File: src/rtl/irps_pkg.sv
// Shared types, constants and table functions for the IR proximity scan builder.
`timescale 1ns / 1ps
package irps_pkg;

  localparam int NUM_SENSORS = 8;
  localparam int NUM_BEAMS   = 21;
  localparam int NUM_POINTS  = 11;

  localparam int INT_W   = 16;  // raw intensity
  localparam int RANGE_W = 27;  // distances and results, micrometres
  localparam int OFFS_W  = 17;  // sensor offset register
  localparam int BEAM_W  = 5;
  localparam int SIDX_W  = 3;   // sensor index
  localparam int SEG_W   = 4;   // table segment / point index
  localparam int PINT_W  = 19;  // table intensities in hundredths
  localparam int P_W     = 23;  // intensity * 100
  localparam int DIST_W  = 17;  // table distances
  localparam int SPAN_W  = 18;  // intensity span of one segment
  localparam int DELTA_W = 15;  // distance step of one segment
  localparam int MUL_W   = DELTA_W + SPAN_W;
  localparam int PROD_W  = 30;  // delta * (hi - p) never exceeds 2^30
  localparam int QUO_W   = 15;  // quotient never exceeds the delta
  localparam int DIV_W   = SPAN_W + QUO_W - 1;
  localparam int STEP_W  = 4;
  localparam int SUM_W   = RANGE_W + 2;

  // floor(x / 3) = (x * RECIP3) >> RECIP_SH for any x below 2^32
  localparam logic [31:0] RECIP3 = 32'hAAAA_AAAB;
  localparam int RECIP_SH = 33;
  localparam int MPROD_W  = SUM_W + 32;

  localparam int CFG_W     = 27;
  localparam int CFG_IDX_W = 2;
  localparam logic [CFG_IDX_W-1:0] REG_SENSOR_OFFSET = 2'd0;
  localparam logic [CFG_IDX_W-1:0] REG_NO_TARGET     = 2'd1;
  localparam logic [OFFS_W-1:0]  SENSOR_OFFSET_RST = 17'd35000;
  localparam logic [RANGE_W-1:0] NO_TARGET_RST     = 27'd100000000;

  localparam int QDEPTH_DEF = 2;

  localparam logic [PINT_W-1:0] PT_INT [NUM_POINTS] = '{
    19'd409500, 19'd213333, 19'd146573, 19'd60146, 19'd38384, 19'd23493,
    19'd15803,  19'd12000,  19'd10409,  19'd6719,  19'd0};

  localparam logic [DIST_W-1:0] PT_DIST [NUM_POINTS] = '{
    17'd0,     17'd5000,  17'd10000, 17'd15000, 17'd20000, 17'd30000,
    17'd40000, 17'd50000, 17'd60000, 17'd70000, 17'd100000};

  typedef logic [RANGE_W-1:0] range_t;
  typedef range_t [NUM_SENSORS-1:0] frame_t;

  typedef enum logic [1:0] {DIV1, DIV2, DIV3, DIV4} div_t;

  typedef struct packed {
    logic [SIDX_W-1:0] sa;
    logic [SIDX_W-1:0] sb;
    logic [1:0]        wa;
    logic [1:0]        wb;
    div_t              dv;
  } mix_t;

  typedef struct packed {
    logic full;
    logic empty;
  } fifo_stat_t;

  typedef struct packed {
    logic [OFFS_W-1:0]  offset;
    logic [RANGE_W-1:0] no_target;
  } cfg_t;

  typedef enum logic [1:0] {FR_IDLE, FR_MUL, FR_DIV, FR_DONE} fr_state_t;

  // Segment whose upper point is at or above p: count of inner points >= p.
  function automatic logic [SEG_W-1:0] seg_of(input logic [P_W-1:0] p);
    logic [NUM_POINTS-3:0] ge;
    for (int k = 1; k < NUM_POINTS - 1; k++) begin
      ge[k-1] = P_W'(PT_INT[k]) >= p;
    end
    return SEG_W'($countones(ge));
  endfunction

  function automatic logic [SPAN_W-1:0] seg_span(input logic [SEG_W-1:0] s);
    return SPAN_W'(PT_INT[s] - PT_INT[s + SEG_W'(1)]);
  endfunction

  function automatic logic [DELTA_W-1:0] seg_delta(input logic [SEG_W-1:0] s);
    return DELTA_W'(PT_DIST[s + SEG_W'(1)] - PT_DIST[s]);
  endfunction

  function automatic mix_t beam_mix(input logic [BEAM_W-1:0] b);
    mix_t m;
    unique case (b)
      5'd0:    m = '{3'd4, 3'd5, 2'd1, 2'd0, DIV1};
      5'd1:    m = '{3'd4, 3'd5, 2'd3, 2'd1, DIV4};
      5'd2:    m = '{3'd4, 3'd5, 2'd1, 2'd1, DIV2};
      5'd3:    m = '{3'd4, 3'd5, 2'd1, 2'd3, DIV4};
      5'd4:    m = '{3'd5, 3'd6, 2'd1, 2'd0, DIV1};
      5'd5:    m = '{3'd5, 3'd6, 2'd2, 2'd1, DIV3};
      5'd6:    m = '{3'd5, 3'd6, 2'd1, 2'd2, DIV3};
      5'd7:    m = '{3'd6, 3'd7, 2'd1, 2'd0, DIV1};
      5'd8:    m = '{3'd6, 3'd7, 2'd1, 2'd1, DIV2};
      5'd9:    m = '{3'd7, 3'd0, 2'd1, 2'd0, DIV1};
      5'd10:   m = '{3'd7, 3'd0, 2'd1, 2'd1, DIV2};
      5'd11:   m = '{3'd0, 3'd1, 2'd1, 2'd0, DIV1};
      5'd12:   m = '{3'd0, 3'd1, 2'd1, 2'd1, DIV2};
      5'd13:   m = '{3'd1, 3'd2, 2'd1, 2'd0, DIV1};
      5'd14:   m = '{3'd1, 3'd2, 2'd2, 2'd1, DIV3};
      5'd15:   m = '{3'd1, 3'd2, 2'd1, 2'd2, DIV3};
      5'd16:   m = '{3'd2, 3'd3, 2'd1, 2'd0, DIV1};
      5'd17:   m = '{3'd2, 3'd3, 2'd3, 2'd1, DIV4};
      5'd18:   m = '{3'd2, 3'd3, 2'd1, 2'd1, DIV2};
      5'd19:   m = '{3'd2, 3'd3, 2'd1, 2'd3, DIV4};
      5'd20:   m = '{3'd3, 3'd3, 2'd1, 2'd0, DIV1};
      default: m = '{3'd0, 3'd0, 2'd0, 2'd0, DIV1};
    endcase
    return m;
  endfunction

  function automatic logic [SUM_W-1:0] weighted(input logic [1:0] w, input range_t d);
    logic [SUM_W-1:0] r;
    case (w)
      2'd0:    r = '0;
      2'd1:    r = SUM_W'(d);
      2'd2:    r = SUM_W'(d) << 1;
      default: r = (SUM_W'(d) << 1) + SUM_W'(d);
    endcase
    return r;
  endfunction

endpackage

File: src/rtl/irps_fifo.sv
// Short frame queue between the linearising front end and the beam builder.
`timescale 1ns / 1ps
module irps_fifo
  import irps_pkg::*;
#(
  parameter int DEPTH = QDEPTH_DEF
) (
  input  logic       clk,
  input  logic       rst,
  input  logic       push,
  input  frame_t     push_data,
  input  logic       pop,
  output frame_t     head,
  output fifo_stat_t stat
);

  localparam int PW = (DEPTH > 1) ? $clog2(DEPTH) : 1;
  localparam int CW = $clog2(DEPTH + 1);

  frame_t          mem [DEPTH];
  logic [PW-1:0]   wr_ptr, rd_ptr;
  logic [CW-1:0]   count;

  always_comb begin
    stat.full  = (count == CW'(DEPTH));
    stat.empty = (count == '0);
    head       = mem[rd_ptr];
  end

  always_ff @(posedge clk) begin
    if (push) mem[wr_ptr] <= push_data;
  end

  always_ff @(posedge clk) begin
    if (rst) begin
      wr_ptr <= '0;
      rd_ptr <= '0;
      count  <= '0;
    end else begin
      if (push) wr_ptr <= (wr_ptr == PW'(DEPTH - 1)) ? '0 : wr_ptr + PW'(1);
      if (pop)  rd_ptr <= (rd_ptr == PW'(DEPTH - 1)) ? '0 : rd_ptr + PW'(1);
      if (push && !pop)      count <= count + CW'(1);
      else if (pop && !push) count <= count - CW'(1);
    end
  end

endmodule

File: config.mk
export PLATFORM = sky130hd
export DESIGN_NAME = irps_fifo
export DESIGN_NICKNAME = d
export VERILOG_FILES = /design/src/rtl/irps_pkg.sv /design/src/rtl/irps_fifo.sv
export SDC_FILE = /design/constraint.sdc
export NUM_CORES = 1
export LEC_CHECK = 0
export BUFFER_PORTS_ARGS = -buffer_cell sky130_fd_sc_hd__buf_2
export CORE_MARGIN = 2
export CORE_UTILIZATION = 43
export CTS_CLUSTER_DIAMETER = 150
export DETAILED_ROUTE_END_ITERATION = 12
export PLACE_DENSITY = 0.67
export SYNTH_ARGS = -nofsm -noshare
export SYNTH_HDL_FRONTEND = slang
export SYNTH_SLANG_ARGS = --single-unit
export TNS_END_PERCENT = 1
File: constraint.sdc
create_clock -name clk -period 20.9 [get_ports clk]
set_input_delay 4.18 -clock clk [delete_from_list [all_inputs] [get_ports clk]]
set_output_delay 4.18 -clock clk [all_outputs]
set_load 0.03 [all_outputs]
Word level (Yosys, flattened, before mapping)
Memory sizes are Yosys's and may differ from the RTL's. A register that Yosys moved wholly into a read port is not among the register bits.
Index checks and enable logic that the tools add are counted.
{ "word_totals": {"output_inout_bits": 218, "register_bits": 4, "n_memories": 1, "mem_bits_rw": 432, "input_bits": 220} }
{ "memory_table": {"columns": ["memory", "words", "word_bits", "read_ports", "rd_ports_with_merged_regs", "wr", "line_no", "source"], "rows": [
  ["mem", 2, 216, 1, 1, 1, "irps_fifo.sv:20", "frame_t mem [DEPTH];"]
]} }
{ "classes": {"n_mux": 8, "eq_ne": 1, "n_reduce_logical": 6, "addsub": 4} }
{ "ops": {"columns": ["operator", "n"], "rows": [
  ["2-to-1 mux 1 bit", 6],
  ["2-to-1 mux 2 bit", 2],
  ["adder 1 bit, second input constant", 2],
  ["adder 2 x 1 -> 2 bit, second input constant", 1],
  ["== test 2 bit, second input constant", 1],
  ["logical AND 1 bit", 2],
  ["logical NOT 1 bit", 2],
  ["logical NOT 2 bit", 1],
  ["nonzero test 2 bit", 1],
  ["subtractor 2 x 1 -> 2 bit, second input constant", 1]
]} }

Logic depth before layout (Yosys ltp)
{ "logic_depth": {"word_depth": 4, "ltp_mapped": 5} }

Worst setup path after synthesis
Ideal clock, no wire load.
{ "synth_timing": {"kind": "input-to-reg", "start": "in push", "end": "mem mem[0][0] (netlist bit) (enable)", "setup_time_ns": 0.822, "t_arrival_ns": 13.487, "n_path_buf": 0, "slack_ns": 6.591, "path_stages": 1, "required_ns": 20.078, "cell_sequence": "nor2b_1"} }
{ "synth_between": {"elab_chain_len": 2} }
{ "synth_lines": {"columns": ["element", "line_no", "source"], "rows": [
  ["from (decl)", "irps_fifo.sv:10", "input logic push,"],
  ["2-to-1 mux 1 bit", "irps_fifo.sv:31", "if (push) mem[wr_ptr] <= push_data;"],
  ["2-to-1 mux 1 bit (not written as such)", "irps_fifo.sv:31", null],
  ["to (decl)", "irps_fifo.sv:20", null]
]} }
No other way between the ends.

==> flow_summary.ini <==
[timing]
tightest_slew_ps = 1110
period_needed_ps = 7970
max_freq_ghz = 0.125
tns_ps = 0
finalSetupViolCount = 0
skew_ps = 10.7
rsz0062_at_grt = false
hold_violations = 0
fin_hold_ws_ps = 520
timing.final.crit_share = 0.381
max_slew_margin = 0.261
slew_violations = 0
setup_ws_ps = 12930

[global_route]
grt_pass1_wl_mm = 48.7
antenna_found_initial = 13
grtUsageTotal = 0.166
grt_remaining_overflow = 0
grt_max_degree = 77
grt_pass1_vias = 8409

[floorplan]
core_area_um2 = 37600
pin_count = 438
floorplan.initialDensity = 0.435
rows = 71
die_w_um = 199
fp.dieH_um = 199
die_area_um2 = 39600

[worst_setup_path]
crit_path_end_kind = output pin
ff2ff_path_depth = 3
cp_data_arrival_time_ps = 3790
start_kind = flip-flop
r2r_slack_ps = 17850
required_ps = 16720
critPathMaxFanout = 60
critical_path_class = reg -> out

[run]
drv_cap = 0

[synth]
ys_types = 16
synth_seq_cells = 437
synth_area_um2 = 16400
netlist_instances = 694
syn_nets = 915
avgSynthCellArea_um2 = 23.6
yosys_warnings = 0
ys_seq_area_frac = 0.799

[clock_tree]
cts_buffers = 44
clkSlewWorstSetupHoldPaths_ps = 60
cts.path.max_buffers = 3
insertion_delay_ps = 550
cts-htree-levels = 2
cts_tree = yes
cts.sinks = 437
postCtsHoldBufs = 0
post_cts.repair.setup_buffers = 0
cts_resized = 0
cts_root_buf = clkbuf_16

[route]
dr_total_vias = 8079
dr.pass1.iters = 4
first_iter_violations = 343
post_drt_wl_per_cell_um = 19.8
ant_nets = 0
drc_errors = 0
viasPerCell = 4.72
finalWirelength_mm = 33.9

[finish]
synthToLayoutAreaGrowth_pct = 25.0
fin_nets = 1382
drive_gt1_frac = 0.605
stdcell_count = 1713
post-route-util = 0.544

[power]
p_leak_uw = 0.00793
ir_drop_v = 0.0000631
powerDensity_nw_per_um2 = 103

[placement]
dp.cells = 1626
pre_cts_slack_ps = 13440
numPortBuffers = 437
dp.final_hpwl_mm = 23.1
gp_congestion = 0.777

[min_path]
hold_path_class = reg -> reg
min_path_cells = 2

[status]
run_status = finished, final reports clean
worst max-delay path, cell delays in order, from the launching register on:
cell,delay [ps]
dfxtp_4,860
buf_4,920
buf_4,800
mux2_4,350
buf_2,180
path summary, 6_finish.rpt:
check	startpoint	end
setup / recovery	flip-flop	head[93]
hold / removal	count[1]	count[1]
setup reg to reg	wr_ptr	mem[0][90]
hold reg to reg	count[1]	count[1]
registers in the layout, indices dropped and copies added (netlist names), named ones only:
signal and cells:
mem 432, wr_ptr 1, count 2, rd_ptr 1
layer usage:
layer	wire length [um]	global-route usage	vias up
met5	53	0	-
li1	-	-	3717
met1	12900	0.192	3954
met3	3410	0.0636	65
met4	1020	0.0727	8
met2	16600	0.274	335
layout make-up:
cell class	instances	area, um^2
antenna	10	25.0
clock buffer	57	1190
clock inverter	20	204
fill	3035	17100
inverter	1	3.75
multi-input combinational	232	3070
sequential	437	13100
tap	511	639
timing repair buffer	445	2250
layout by cell type (no fill, tap or decap), drive strengths merged:
cell,count
buf,445
edfxtp,432
mux2,216
clkbuf,57
clkinv,15
diode,10
nor2,5
dfxtp,5
bufinv,4
xor2,2
xnor2,2
inv,2
nor2b,2
and2,1
o21ai,1
or3,1
a21oi,1
ha,1
cells in the mapped netlist, drive strengths merged:
cell	instances	area share
a21oi	1	0.00031
o21ai	1	0.00031
and2	1	0.00038
xor2	2	0.0011
xnor2	2	0.0011
mux2	216	0.18
ha	1	0.00076
nor2b	2	0.00076
dfxtp	5	0.0061
nor2	5	0.0011
inv	1	0.00023
or3	1	0.00038
edfxtp	432	0.79
buf	24	0.014
per-stage QoR:
stage,cell area (um^2),total power [uW]
3_5_place_dp,19000,1360
6_report,20500,2100
2_1_floorplan,16400,1280
5_1_grt,20400,2180
3_3_place_gp,19000,1360
4_1_cts,20400,2130
kinds of logic (layout without fill, tap and decap cells):
kind of cell / Yosys count / count (layout) / share of synthesized area
buffers and inverters: 25 / 523 / 0.0141
xor gates and xnor gates: 4 / 4 / 0.00214
DFF: 437 / 437 / 0.799
and+or+nand+nor: 9 / 9 / 0.00268
AOI/OAI and AO/OA: 2 / 2 / 0.000611
adders and majority gates: 1 / 1 / 0.000765
muxes: 216 / 216 / 0.181
other: 0 / 10 / 0
where the power goes:
part	switching (uW)	internal, uW	total [uW]
Clock	311	451	762
Combinational	186	113	299
Sequential	17.3	1020	1040
No activity file was read; power rests on OpenSTA's default activity.
